<file path="src/rtl/wpp_pkg.sv">
package wpp_pkg;

  // Header layout: byte count and the offsets of the last byte of each field
  localparam int unsigned HEADER_LEN = 44;
  localparam logic [5:0] POS_RIFF     = 6'd3;
  localparam logic [5:0] POS_WAVE     = 6'd11;
  localparam logic [5:0] POS_FMT      = 6'd15;
  localparam logic [5:0] POS_FORMAT   = 6'd21;
  localparam logic [5:0] POS_CHANNELS = 6'd23;
  localparam logic [5:0] POS_RATE     = 6'd27;
  localparam logic [5:0] POS_BITS     = 6'd35;
  localparam logic [5:0] POS_DATA     = 6'd39;
  localparam logic [5:0] POS_SIZE     = 6'd43;

  // Chunk tags as seen little-endian in a 32-bit word
  localparam logic [31:0] TAG_RIFF = 32'h4646_4952;
  localparam logic [31:0] TAG_WAVE = 32'h4556_4157;
  localparam logic [31:0] TAG_FMT  = 32'h2074_6D66;
  localparam logic [31:0] TAG_DATA = 32'h6174_6164;

  localparam logic [15:0] PCM_FORMAT = 16'd1;
  localparam logic [15:0] DEPTH_8    = 16'd8;
  localparam logic [15:0] DEPTH_16   = 16'd16;
  localparam logic [15:0] DEPTH_24   = 16'd24;
  localparam logic [15:0] DEPTH_32   = 16'd32;

  // Result queue
  localparam int FIFO_DEPTH = 4;
  localparam int FIFO_PTR_W = $clog2(FIFO_DEPTH);
  localparam int FIFO_CNT_W = FIFO_PTR_W + 1;

  typedef enum logic [1:0] {
    KIND_HEADER = 2'd0,
    KIND_SAMPLE = 2'd1,
    KIND_DONE   = 2'd2,
    KIND_ERROR  = 2'd3
  } result_kind_t;

  typedef enum logic [2:0] {
    ERR_RIFF       = 3'd0,
    ERR_WAVE       = 3'd1,
    ERR_FMT        = 3'd2,
    ERR_FORMAT     = 3'd3,
    ERR_DATA       = 3'd4,
    ERR_INCOMPLETE = 3'd5
  } error_code_t;

  // Sample width, coded as bits[4:3] of the bit depth
  typedef enum logic [1:0] {
    WS_32 = 2'd0,
    WS_8  = 2'd1,
    WS_16 = 2'd2,
    WS_24 = 2'd3
  } width_sel_t;

  typedef struct packed {
    result_kind_t       kind;
    error_code_t        error_code;
    logic signed [31:0] sample_value;
    logic signed [31:0] normalized_value;
    logic [15:0]        channel_index;
    logic [31:0]        frame_index;
    logic [15:0]        channel_count;
    logic [31:0]        rate_hz;
    logic [15:0]        sample_bits;
    logic [31:0]        data_bytes;
    logic [31:0]        frame_count;
    logic               end_of_run;
  } res_t;

  typedef struct packed {
    res_t       res;
    width_sel_t wsel;
  } raw_t;

  typedef struct packed {
    logic [1:0] count;
    raw_t       first;
    raw_t       second;
  } pair_t;

  // Q2.30 of v / (2^(n-1) - 1), truncated toward zero.
  // Divide by 2^m - 1 as a geometric series of shifts plus a fold:
  // floor(x / (2^m - 1)) = (x + (x >> m) + 1) >> m for the x ranges used here.
  function automatic logic signed [31:0] scale_q230(input logic signed [31:0] v,
                                                    input width_sel_t w);
    logic [31:0] mag32;
    logic [33:0] mag;
    logic [33:0] x;
    logic [33:0] fold;
    logic [33:0] q;
    logic [31:0] q32;
    mag32 = v[31] ? (~v + 32'd1) : v;
    mag   = {2'b00, mag32};
    case (w)
      WS_8: begin
        x    = mag << 2;
        fold = (x + (x >> 7) + 34'd1) >> 7;
        q    = (mag << 23) + (mag << 16) + (mag << 9) + (mag << 2) + fold;
      end
      WS_16: begin
        x    = mag;
        fold = (x + (x >> 15) + 34'd1) >> 15;
        q    = (mag << 15) + mag + fold;
      end
      WS_24: begin
        x    = mag << 7;
        fold = (x + (x >> 23) + 34'd1) >> 23;
        q    = (mag << 7) + fold;
      end
      default: begin
        x    = (mag >> 1) + (mag[0] ? 34'h0_4000_0000 : 34'd0);
        fold = (x + (x >> 31) + 34'd1) >> 31;
        q    = (mag >> 1) + fold;
      end
    endcase
    q32 = q[31:0];
    return v[31] ? signed'(~q32 + 32'd1) : signed'(q32);
  endfunction

endpackage

</file>
<file path="src/rtl/wpp_if.sv">
interface wpp_byte_if;
  logic       valid;
  logic       ready;
  logic [7:0] file_byte;
  logic       end_of_file;

  modport source (output valid, output file_byte, output end_of_file, input ready);
  modport sink   (input valid, input file_byte, input end_of_file, output ready);
endinterface

interface wpp_result_if;
  logic               valid;
  logic               ready;
  logic [1:0]         result_kind;
  logic [2:0]         error_code;
  logic signed [31:0] sample_value;
  logic signed [31:0] normalized_value;
  logic [15:0]        channel_index;
  logic [31:0]        frame_index;
  logic [15:0]        channel_count;
  logic [31:0]        rate_hz;
  logic [15:0]        sample_bits;
  logic [31:0]        data_bytes;
  logic [31:0]        frame_count;
  logic               end_of_run;

  modport source (
    output valid, input ready,
    output result_kind, output error_code, output sample_value, output normalized_value,
    output channel_index, output frame_index, output channel_count, output rate_hz,
    output sample_bits, output data_bytes, output frame_count, output end_of_run
  );
  modport sink (
    input valid, output ready,
    input result_kind, input error_code, input sample_value, input normalized_value,
    input channel_index, input frame_index, input channel_count, input rate_hz,
    input sample_bits, input data_bytes, input frame_count, input end_of_run
  );
endinterface

</file>
<file path="src/rtl/wpp_parser.sv">
module wpp_parser import wpp_pkg::*; (
  input  logic       clk,
  input  logic       rst,
  input  logic       take,
  input  logic [7:0] file_byte,
  input  logic       end_of_file,
  output pair_t      pair
);

  logic [5:0]  header_position, header_position_next;
  logic [31:0] field_shift, field_shift_next;
  logic [15:0] channels_seen, channels_seen_next;
  logic [31:0] rate_seen, rate_seen_next;
  logic [15:0] bits_seen, bits_seen_next;
  logic [31:0] bytes_left, bytes_left_next;
  logic [31:0] sample_shift, sample_shift_next;
  logic [1:0]  byte_in_sample, byte_in_sample_next;
  logic [15:0] channel_counter, channel_counter_next;
  logic [31:0] frame_counter, frame_counter_next;
  logic        failed, failed_next;

  always_ff @(posedge clk) begin
    if (rst) begin
      header_position <= '0;
      field_shift     <= '0;
      channels_seen   <= '0;
      rate_seen       <= '0;
      bits_seen       <= '0;
      bytes_left      <= '0;
      sample_shift    <= '0;
      byte_in_sample  <= '0;
      channel_counter <= '0;
      frame_counter   <= '0;
      failed          <= 1'b0;
    end else if (take) begin
      header_position <= header_position_next;
      field_shift     <= field_shift_next;
      channels_seen   <= channels_seen_next;
      rate_seen       <= rate_seen_next;
      bits_seen       <= bits_seen_next;
      bytes_left      <= bytes_left_next;
      sample_shift    <= sample_shift_next;
      byte_in_sample  <= byte_in_sample_next;
      channel_counter <= channel_counter_next;
      frame_counter   <= frame_counter_next;
      failed          <= failed_next;
    end
  end

  always_comb begin
    logic [31:0] shifted_field;
    logic [15:0] top16;
    logic        tag_error;
    error_code_t tag_code;
    logic [2:0]  sample_bytes;
    logic [31:0] gathered;
    logic [31:0] sample_int;
    logic [15:0] channel_inc;
    logic [1:0]  n;
    raw_t        rows [2];

    header_position_next = header_position;
    field_shift_next     = field_shift;
    channels_seen_next   = channels_seen;
    rate_seen_next       = rate_seen;
    bits_seen_next       = bits_seen;
    bytes_left_next      = bytes_left;
    sample_shift_next    = sample_shift;
    byte_in_sample_next  = byte_in_sample;
    channel_counter_next = channel_counter;
    frame_counter_next   = frame_counter;
    failed_next          = failed;

    n       = '0;
    rows[0] = '0;
    rows[1] = '0;

    shifted_field = {file_byte, field_shift[31:8]};
    top16         = shifted_field[31:16];
    tag_error     = 1'b0;
    tag_code      = ERR_RIFF;
    sample_bytes  = bits_seen[5:3];
    gathered      = sample_shift | ({24'd0, file_byte} << {byte_in_sample, 3'b000});
    sample_int    = gathered;
    channel_inc   = channel_counter + 16'd1;

    if (!failed) begin
      if (header_position < 6'(HEADER_LEN)) begin
        field_shift_next = shifted_field;
        case (header_position)
          POS_RIFF: begin
            if (shifted_field != TAG_RIFF) begin
              tag_error = 1'b1;
              tag_code  = ERR_RIFF;
            end
          end
          POS_WAVE: begin
            if (shifted_field != TAG_WAVE) begin
              tag_error = 1'b1;
              tag_code  = ERR_WAVE;
            end
          end
          POS_FMT: begin
            if (shifted_field != TAG_FMT) begin
              tag_error = 1'b1;
              tag_code  = ERR_FMT;
            end
          end
          POS_FORMAT: begin
            if (top16 != PCM_FORMAT) begin
              tag_error = 1'b1;
              tag_code  = ERR_FORMAT;
            end
          end
          POS_CHANNELS: channels_seen_next = top16;
          POS_RATE:     rate_seen_next = shifted_field;
          POS_BITS: begin
            bits_seen_next = top16;
            if ((top16 != DEPTH_8 && top16 != DEPTH_16 && top16 != DEPTH_24 &&
                 top16 != DEPTH_32) || channels_seen == '0) begin
              tag_error = 1'b1;
              tag_code  = ERR_FORMAT;
            end
          end
          POS_DATA: begin
            if (shifted_field != TAG_DATA) begin
              tag_error = 1'b1;
              tag_code  = ERR_DATA;
            end
          end
          default: ;
        endcase

        if (tag_error) begin
          rows[n[0]].res.kind       = KIND_ERROR;
          rows[n[0]].res.error_code = tag_code;
          n           = n + 2'd1;
          failed_next = 1'b1;
        end else begin
          header_position_next = header_position + 6'd1;
          if (header_position == POS_SIZE) begin
            bytes_left_next                = shifted_field;
            rows[n[0]].res.kind            = KIND_HEADER;
            rows[n[0]].res.channel_count   = channels_seen;
            rows[n[0]].res.rate_hz         = rate_seen;
            rows[n[0]].res.sample_bits     = bits_seen;
            rows[n[0]].res.data_bytes      = shifted_field;
            n = n + 2'd1;
          end
        end
      end else if (bytes_left != '0) begin
        bytes_left_next = bytes_left - 32'd1;
        if ({1'b0, byte_in_sample} + 3'd1 < sample_bytes) begin
          byte_in_sample_next = byte_in_sample + 2'd1;
          sample_shift_next   = gathered;
        end else begin
          // 8-bit PCM is offset binary; wider depths are two's complement
          case (width_sel_t'(bits_seen[4:3]))
            WS_8:    sample_int = {{24{~gathered[7]}}, ~gathered[7], gathered[6:0]};
            WS_16:   sample_int = {{16{gathered[15]}}, gathered[15:0]};
            WS_24:   sample_int = {{8{gathered[23]}}, gathered[23:0]};
            default: sample_int = gathered;
          endcase
          rows[n[0]].res.kind          = KIND_SAMPLE;
          rows[n[0]].res.sample_value  = signed'(sample_int);
          rows[n[0]].res.channel_index = channel_counter;
          rows[n[0]].res.frame_index   = frame_counter;
          rows[n[0]].wsel              = width_sel_t'(bits_seen[4:3]);
          n = n + 2'd1;
          sample_shift_next   = '0;
          byte_in_sample_next = '0;
          if (channel_inc == channels_seen) begin
            channel_counter_next = '0;
            frame_counter_next   = frame_counter + 32'd1;
          end else begin
            channel_counter_next = channel_inc;
          end
        end
      end

      if (end_of_file && !failed_next) begin
        if (header_position_next < 6'(HEADER_LEN) || bytes_left_next != '0 ||
            byte_in_sample_next != '0) begin
          rows[n[0]].res.kind       = KIND_ERROR;
          rows[n[0]].res.error_code = ERR_INCOMPLETE;
          failed_next = 1'b1;
        end else begin
          rows[n[0]].res.kind        = KIND_DONE;
          rows[n[0]].res.frame_count = frame_counter_next;
        end
        n = n + 2'd1;
      end
    end

    if (n != '0) begin
      rows[n[1]].res.end_of_run = 1'b1;
    end

    // end of file: the next byte opens a new file
    if (end_of_file) begin
      header_position_next = '0;
      field_shift_next     = '0;
      channels_seen_next   = '0;
      rate_seen_next       = '0;
      bits_seen_next       = '0;
      bytes_left_next      = '0;
      sample_shift_next    = '0;
      byte_in_sample_next  = '0;
      channel_counter_next = '0;
      frame_counter_next   = '0;
      failed_next          = 1'b0;
    end

    pair.count  = take ? n : 2'd0;
    pair.first  = rows[0];
    pair.second = rows[1];
  end

endmodule

</file>
<file path="src/rtl/wpp_scaler.sv">
module wpp_scaler import wpp_pkg::*; (
  input  logic       clk,
  input  logic       rst,
  input  pair_t      pair_in,
  output logic [1:0] held,
  output res_t       first,
  output res_t       second
);

  raw_t stage_first;
  raw_t stage_second;

  always_ff @(posedge clk) begin
    if (rst) begin
      held <= '0;
    end else begin
      held <= pair_in.count;
    end
  end

  always_ff @(posedge clk) begin
    stage_first  <= pair_in.first;
    stage_second <= pair_in.second;
  end

  always_comb begin
    first  = stage_first.res;
    second = stage_second.res;
    if (stage_first.res.kind == KIND_SAMPLE) begin
      first.normalized_value = scale_q230(stage_first.res.sample_value, stage_first.wsel);
    end
    if (stage_second.res.kind == KIND_SAMPLE) begin
      second.normalized_value = scale_q230(stage_second.res.sample_value,
                                           stage_second.wsel);
    end
  end

endmodule

</file>
<file path="src/rtl/wpp_result_fifo.sv">
module wpp_result_fifo import wpp_pkg::*; (
  input  logic                  clk,
  input  logic                  rst,
  input  logic [1:0]            push_count,
  input  res_t                  push_first,
  input  res_t                  push_second,
  output logic [FIFO_CNT_W-1:0] level,
  output logic                  head_valid,
  input  logic                  head_taken,
  output res_t                  head
);

  res_t                  store [FIFO_DEPTH];
  logic [FIFO_PTR_W-1:0] wr_ptr;
  logic [FIFO_PTR_W-1:0] rd_ptr;
  logic                  pop;

  assign head_valid = (level != '0);
  assign pop        = head_valid && head_taken;
  assign head       = store[rd_ptr];

  always_ff @(posedge clk) begin
    if (rst) begin
      wr_ptr <= '0;
      rd_ptr <= '0;
      level  <= '0;
    end else begin
      wr_ptr <= wr_ptr + FIFO_PTR_W'(push_count);
      rd_ptr <= rd_ptr + FIFO_PTR_W'(pop);
      level  <= level + FIFO_CNT_W'(push_count) - FIFO_CNT_W'(pop);
    end
  end

  always_ff @(posedge clk) begin
    if (push_count != 2'd0) begin
      store[wr_ptr] <= push_first;
    end
    if (push_count == 2'd2) begin
      store[wr_ptr + FIFO_PTR_W'(1)] <= push_second;
    end
  end

endmodule

</file>
<file path="src/rtl/wav_pcm_stream_parser_core.sv">
// WAV PCM stream parser.
// wav_bytes: one byte of a WAV file per transaction, in file order, with
// end_of_file set on the last byte. The fixed 44-byte RIFF/WAVE/fmt/data
// header is checked (PCM only, 8/16/24/32-bit, non-zero channels).
// results: header info after the last header byte, then one sample per
// completed sample with channel/frame index and a Q2.30 value of
// sample / (2^(bits-1) - 1), then done (with frame count) or an error at
// end of file. end_of_run marks the last result caused by a byte; a byte
// gives at most two results. After an error, bytes are dropped until
// end of file. Data after the data chunk is ignored.
// Results are formed from each byte as it is taken, registered in the one
// stage of scaling, then written to the four-entry result queue and offered.
// Throughput: one byte per cycle while wav_bytes.ready is high; a byte
// that causes two results gives two output transactions.
// Reset: all parser state clears, queue empties; the next byte starts a file.
// Stall: while results are back-pressured the queue fills and wav_bytes.ready
// drops once too few free entries remain for a worst-case byte.
module wav_pcm_stream_parser_core import wpp_pkg::*; (
  input  logic                clk,
  input  logic                rst,
  wpp_byte_if.sink            wav_bytes,
  wpp_result_if.source        results
);

  logic                  take;
  pair_t                 parsed;
  logic [1:0]            staged;
  res_t                  scaled_first;
  res_t                  scaled_second;
  logic [FIFO_CNT_W-1:0] level;
  logic [FIFO_CNT_W:0]   load;
  logic                  head_valid;
  res_t                  head;

  // Space check: results still in the scaling stage plus a worst-case byte
  assign load            = {1'b0, level} + (FIFO_CNT_W + 1)'(staged);
  assign wav_bytes.ready = (load <= (FIFO_CNT_W + 1)'(FIFO_DEPTH - 2));
  assign take            = wav_bytes.valid && wav_bytes.ready;

  wpp_parser u_parser (
    .clk         (clk),
    .rst         (rst),
    .take        (take),
    .file_byte   (wav_bytes.file_byte),
    .end_of_file (wav_bytes.end_of_file),
    .pair        (parsed)
  );

  wpp_scaler u_scaler (
    .clk     (clk),
    .rst     (rst),
    .pair_in (parsed),
    .held    (staged),
    .first   (scaled_first),
    .second  (scaled_second)
  );

  wpp_result_fifo u_fifo (
    .clk         (clk),
    .rst         (rst),
    .push_count  (staged),
    .push_first  (scaled_first),
    .push_second (scaled_second),
    .level       (level),
    .head_valid  (head_valid),
    .head_taken  (results.ready),
    .head        (head)
  );

  // Output transaction straight from the queue head register
  assign results.valid            = head_valid;
  assign results.result_kind      = head.kind;
  assign results.error_code       = head.error_code;
  assign results.sample_value     = head.sample_value;
  assign results.normalized_value = head.normalized_value;
  assign results.channel_index    = head.channel_index;
  assign results.frame_index      = head.frame_index;
  assign results.channel_count    = head.channel_count;
  assign results.rate_hz          = head.rate_hz;
  assign results.sample_bits      = head.sample_bits;
  assign results.data_bytes       = head.data_bytes;
  assign results.frame_count      = head.frame_count;
  assign results.end_of_run       = head.end_of_run;

endmodule
</file>
<file path="src/flat_wrapper.sv">
// flat-port wrapper written by rule: the top's interface ports become plain ports
module wav_pcm_stream_parser_core_flat import wpp_pkg::*;
  (clk, rst, wav_bytes_valid, wav_bytes_file_byte, wav_bytes_end_of_file, wav_bytes_ready, results_valid, results_ready, results_result_kind, results_error_code, results_sample_value, results_normalized_value, results_channel_index, results_frame_index, results_channel_count, results_rate_hz, results_sample_bits, results_data_bytes, results_frame_count, results_end_of_run);
  wpp_byte_if wav_bytes_i ();
  wpp_result_if results_i ();
  input  logic clk;
  input  logic rst;
  input wire logic [$bits(wav_bytes_i.valid)-1:0] wav_bytes_valid;
  input wire logic [$bits(wav_bytes_i.file_byte)-1:0] wav_bytes_file_byte;
  input wire logic [$bits(wav_bytes_i.end_of_file)-1:0] wav_bytes_end_of_file;
  output wire logic [$bits(wav_bytes_i.ready)-1:0] wav_bytes_ready;
  output wire logic [$bits(results_i.valid)-1:0] results_valid;
  input wire logic [$bits(results_i.ready)-1:0] results_ready;
  output wire logic [$bits(results_i.result_kind)-1:0] results_result_kind;
  output wire logic [$bits(results_i.error_code)-1:0] results_error_code;
  output wire logic [$bits(results_i.sample_value)-1:0] results_sample_value;
  output wire logic [$bits(results_i.normalized_value)-1:0] results_normalized_value;
  output wire logic [$bits(results_i.channel_index)-1:0] results_channel_index;
  output wire logic [$bits(results_i.frame_index)-1:0] results_frame_index;
  output wire logic [$bits(results_i.channel_count)-1:0] results_channel_count;
  output wire logic [$bits(results_i.rate_hz)-1:0] results_rate_hz;
  output wire logic [$bits(results_i.sample_bits)-1:0] results_sample_bits;
  output wire logic [$bits(results_i.data_bytes)-1:0] results_data_bytes;
  output wire logic [$bits(results_i.frame_count)-1:0] results_frame_count;
  output wire logic [$bits(results_i.end_of_run)-1:0] results_end_of_run;
  assign wav_bytes_i.valid = wav_bytes_valid;
  assign wav_bytes_i.file_byte = wav_bytes_file_byte;
  assign wav_bytes_i.end_of_file = wav_bytes_end_of_file;
  assign wav_bytes_ready = wav_bytes_i.ready;
  assign results_valid = results_i.valid;
  assign results_i.ready = results_ready;
  assign results_result_kind = results_i.result_kind;
  assign results_error_code = results_i.error_code;
  assign results_sample_value = results_i.sample_value;
  assign results_normalized_value = results_i.normalized_value;
  assign results_channel_index = results_i.channel_index;
  assign results_frame_index = results_i.frame_index;
  assign results_channel_count = results_i.channel_count;
  assign results_rate_hz = results_i.rate_hz;
  assign results_sample_bits = results_i.sample_bits;
  assign results_data_bytes = results_i.data_bytes;
  assign results_frame_count = results_i.frame_count;
  assign results_end_of_run = results_i.end_of_run;
  wav_pcm_stream_parser_core u_core (.clk(clk), .rst(rst), .wav_bytes(wav_bytes_i), .results(results_i));
endmodule
</file>
<file path="config.mk">
export PLATFORM = sky130hd
export DESIGN_NAME = wav_pcm_stream_parser_core_flat
export DESIGN_NICKNAME = d
export VERILOG_FILES = /design/src/rtl/wpp_pkg.sv /design/src/rtl/wpp_if.sv /design/src/rtl/wpp_parser.sv /design/src/rtl/wpp_scaler.sv /design/src/rtl/wpp_result_fifo.sv /design/src/rtl/wav_pcm_stream_parser_core.sv /design/src/flat_wrapper.sv
export SDC_FILE = /design/constraint.sdc
export NUM_CORES = 2
export LEC_CHECK = 0
export BUFFER_PORTS_ARGS = -buffer_cell sky130_fd_sc_hd__buf_2
export CORE_MARGIN = 2
export CORE_UTILIZATION = 58
export CTS_CLUSTER_SIZE = 14
export DETAILED_ROUTE_END_ITERATION = 6
export PLACE_DENSITY = 0.78
export SYNTH_ARGS = -nofsm -noshare
export SYNTH_HDL_FRONTEND = slang
export SYNTH_SLANG_ARGS = --single-unit
</file>
<file path="constraint.sdc">
create_clock -name clk -period 22 [get_ports clk]
set_input_delay 6.6 -clock clk [delete_from_list [all_inputs] [get_ports clk]]
set_output_delay 6.6 -clock clk [all_outputs]
set_load 0.03 [all_outputs]
</file>
==> summary by stage <==
Outcome
The run finished with clean final reports.

STA
The achievable frequency is 86.1 MHz. After layout, the minimum clock period comes to 11.61 ns. Setup repair after global routing left no endpoint under its margin.

The max-slew headroom at the worst pin is 0.0326. The setup skew after layout is 0.0362 ns. The sum of negative setup slack is 0 ns. Of the available clock period, the critical path in the final layout requires 0.528. The number of endpoints failing setup at the final stage is 0. The number of failing hold endpoints at the final stage is 0. The count of pins over their slew limit is 0.

The worst-margin pin slew is 1.45 ns.

Synth
Of the post-synthesis cell area, the dominant cell type holds 0.414. The number of storage elements in the synthesis netlist is 1453. The number of distinct library cell variants in the gate-level netlist after synthesis is 114. Ranked by total cell area, the synthesized netlist is headed by edfxtp_1, dfxtp_1, mux4_2. After synthesis, the share of flip-flops with an asynchronous set or reset is 0. The count of yosys warnings during synthesis is 0. The number of nets handed over by synthesis was 6529. The number of synthesized flops with an enable pin is 984. In the synthesized netlist the dominant register cell turns out to be edfxtp_1. In the synthesized netlist, the number of instances is 6287.

The synthesized area per cell is 11.4 sq um. The cell taking the most area after synthesis is edfxtp_1. Summing every instance area after synthesis gives 71400 sq um. The portion of the post-synthesis area used by sequential elements is 0.545.

Worst setup path
Among the stages of the critical path, the cell type that occurs most often is buf_4. For the worst setup path, the data arrival time is 5.01 ns. The worst register-to-register path begins at u_core.u_scaler.first[209]. The minimum setup slack among reg-to-reg paths is 11.30 ns.

Data on the critical path is required at its endpoint by 15.40 ns. The startpoint-to-endpoint class of the critical path is reg2out. STA classifies the critical path startpoint as a flip-flop. The number of buffer and inverter stages on the critical path is 4. The highest cell delay on the worst timing path is 0.90 ns. The signal on the critical path passes through buf_4, buf_12, buf_4, mux4_2, buf_2. For the worst flop-to-flop path, the logic depth is 35. The top fanout value on the critical path is 85. The reg-to-reg endpoint is u_core.u_fifo.store[3][207].

The slowest stage of the critical path belongs to the cell buf_4. The kind of cell with the highest combined delay on the critical path is buffers and inverters. STA classifies the critical path endpoint as an output pin.

The number of cells on the critical path is 5.

Die
The cell row count is 128. The placeable core region is 122000 sq um. The number of top-level pins is 261.

The floorplan die height is 355 microns. The initial cell density of the core is 0.585. The die footprint is 126000 sq um. The floorplan step set the die width to 355 microns.

Clock network
The number of clock sinks seen by CTS is 1453. TritonCTS built the clock tree. The post-cts resize count is 0. The tree is rooted in a clkbuf_16. At the later pin of the worst-skew pair, clock insertion delay measures 0.80 ns.

The number of buffers on the longest clock path is 3. After clock tree synthesis, the flow added hold-fix buffers numbering 0. The number of buffers added by the clock tree synthesis step is 146. After clock tree synthesis, the clock-pin slew on the worst setup and hold paths is 0.06 ns. The number of levels in the clock H-tree is 4.

The number of setup buffers added after CTS is 0.

Place
Buffers placed on the I/O ports in this run total 260. The global placer's final weighted congestion is 1.03. After detailed placement, the total cell area comes to 74300 sq um. The placed wire-length estimate is 141 mm.

Power
In this run the static leakage power is 28.8 nW. Power spread over the standard cell area amounts to 84.1 nW/um^2. Of the total power, combinational logic draws 0.173.

The net load switching power is 0.00185 W. Internal power comes to 0.00481 W. The share of total power in sequential cells is 0.449. The share of total power dissipated in the clock network is 0.378. The maximum vdd drop is 0.0880 mV. The switching part of the total is 0.277.

Worst hold path
The worst hold path class is reg2reg. The number of cells on the worst hold path is 2. The hold path startpoint is u_core.u_parser.rate_seen[30].

The hold-critical path endpoint is u_core.u_parser.rate_seen[30].

Flow run
Across the run, the number of max-cap violations was 0.

Global route
Summed over all layers, the global routing overflow is 0. The via count of the first global-routing pass is 49700. Entering global routing, the biggest net connects 157 pins.

The number of antenna violations at the first check in global routing was 16. The first global-routing pass estimated 318 mm of wire. Across every metal layer, demand over resource in global routing totals 0.337.

Routing
The met1 routed wirelength after detailed routing is 82.8 mm. The via density per instance is 6.32. Before antenna repair, the detailed router went through 6 iterations. The detailed router placed 51700 vias in this run. The DRC violation total after the first TritonRoute iteration is 6802. The final layout contains routed wiring with a total length of 213 mm. The number of DRC violations after detailed routing is 0. The total length of routed met3 wires is 21.8 mm. The remaining antenna violation count after routing is 0. The detailed route wirelength on metal2 is 98.8 mm.

The per-cell routed wire length is 26.1 microns. The highest metal layer carrying signal wires in the routed design is met5.

Final layout
The area growth from synthesis to layout is 10.9%. Of the cells placed in the final design, the portion with a size suffix greater than 1 is 0.143. The design area is 79200 sq um. The net count of the finished layout is 6661. Measured on the finished design, the core utilization comes to 0.649.
[cell families after synthesis]
group | count (synthesis) | synth area share
buf+inv | 515 | 0.0277
flops | 1453 | 0.545
compound gates | 858 | 0.0777
simple gates | 2703 | 0.190
mux | 264 | 0.0805
xor+xnor | 259 | 0.0327
other cells | 1 | 0.0000525
fa+ha+maj | 234 | 0.0459
[stage by stage]
stage	power [W]	setup slack, ns	hold slack (ns)	instances
global route	0.00684	9.93	0.469	8171
detailed placement	0.00420	11.10	0.443	7896
finish	0.00666	10.39	0.451	8172
CTS	0.00668	10.21	0.451	8167
global placement	0.00419	11.17	0.437	7896
floorplan	0.00389	2.37	0.428	6287
[layer usage]
layer  global-route usage  vias to the layer above
met4                0.145                       14
met5                    0                        -
li1                     -                    22700
met1                0.463                    25500
met2                0.525                     2940
met3               0.0686                      531
[cells in the final DEF, fill, tap and decap left out, drive strengths merged, types with 79 or more instances in the layout]
| cell | count |
|---|---|
| edfxtp | 984 |
| nand2 | 800 |
| and2 | 732 |
| nor2 | 578 |
| dfxtp | 469 |
| buf | 359 |
| a21oi | 302 |
| mux4 | 248 |
| clkbuf | 217 |
| ha | 181 |
| xnor2 | 181 |
| o21ai | 177 |
| inv | 144 |
| and3 | 132 |
| nand3 | 84 |
| nor3 | 79 |
[state kept, by name (all words and copies together) (netlist names), 24 cells and up]
| signal | flops |
|---|---|
| u_core.u_parser.sample_shift | 32 |
| u_core.u_parser.frame_counter | 32 |
| u_core.u_scaler.first | 214 |
| u_core.u_scaler.second | 35 |
| u_core.u_parser.rate_seen | 32 |
| u_core.u_parser.field_shift | 24 |
| u_core.u_parser.bytes_left | 32 |
| u_core.u_fifo.store | 984 |
[how the worst max path moves through the flow]
| stage | slack (ns) | to | start |
|---|---|---|---|
| final | 10.39 | results_normalized_value[11] | u_core.u_fifo.rd_ptr[0] |
| after global routing | 9.93 | results_normalized_value[11] | u_core.u_fifo.rd_ptr[0] |
| after CTS | 10.21 | results_normalized_value[11] | u_core.u_fifo.rd_ptr[0] |
| after detailed placement | 11.10 | results_normalized_value[11] | u_core.u_fifo.rd_ptr[0] |
| after global placement | 11.17 | results_normalized_value[11] | u_core.u_fifo.rd_ptr[0] |
| after floorplan | 2.37 | u_core.u_fifo.store[2][0] | u_core.u_fifo.wr_ptr[1] |
[layout make-up]
type	count	area, sq um
diodes	5	12.5
clock buffers	217	4360
clock inverters	54	541
fillers	9105	42900
inverters	140	526
multi-input cells	4319	30700
flip-flops and latches	1453	38900
well taps	1625	2030
repair buffers	359	2080
[tightest hold or removal path, cell delays in order (launching register included)]
cell and delay, ns:
dfxtp_1 0.30, nand2_1 0.05, a21oi_1 0.05
[Yosys cell counts (32+ instances only)]
| master | number |
|---|---|
| nor2_1 | 578 |
| a21o_1 | 46 |
| dfxtp_1 | 469 |
| nor3_1 | 75 |
| nand2_1 | 799 |
| a31oi_1 | 32 |
| xnor2_1 | 180 |
| nand4_1 | 41 |
| clkbuf_1 | 294 |
| o31ai_1 | 43 |
| and2_1 | 730 |
| fa_1 | 48 |
| nor2b_1 | 69 |
| xor2_1 | 72 |
| ha_1 | 181 |
| inv_1 | 128 |
| buf_1 | 59 |
| mux4_2 | 248 |
| nand3_1 | 83 |
| edfxtp_1 | 984 |
| o21ai_0 | 160 |
| and3_1 | 132 |
| a21oi_1 | 301 |
[power by group through the flow]
stage          clock network (W)  logic [W]  registers, W
6_report                 0.00252    0.00115       0.00299
5_1_grt                  0.00264    0.00121       0.00299
4_1_cts                  0.00253    0.00116       0.00299
3_5_place_dp                   0    0.00116       0.00304
3_3_place_gp                   0    0.00115       0.00304
2_1_floorplan                  0   0.000857       0.00303
Power figures use the tool's default switching activity.
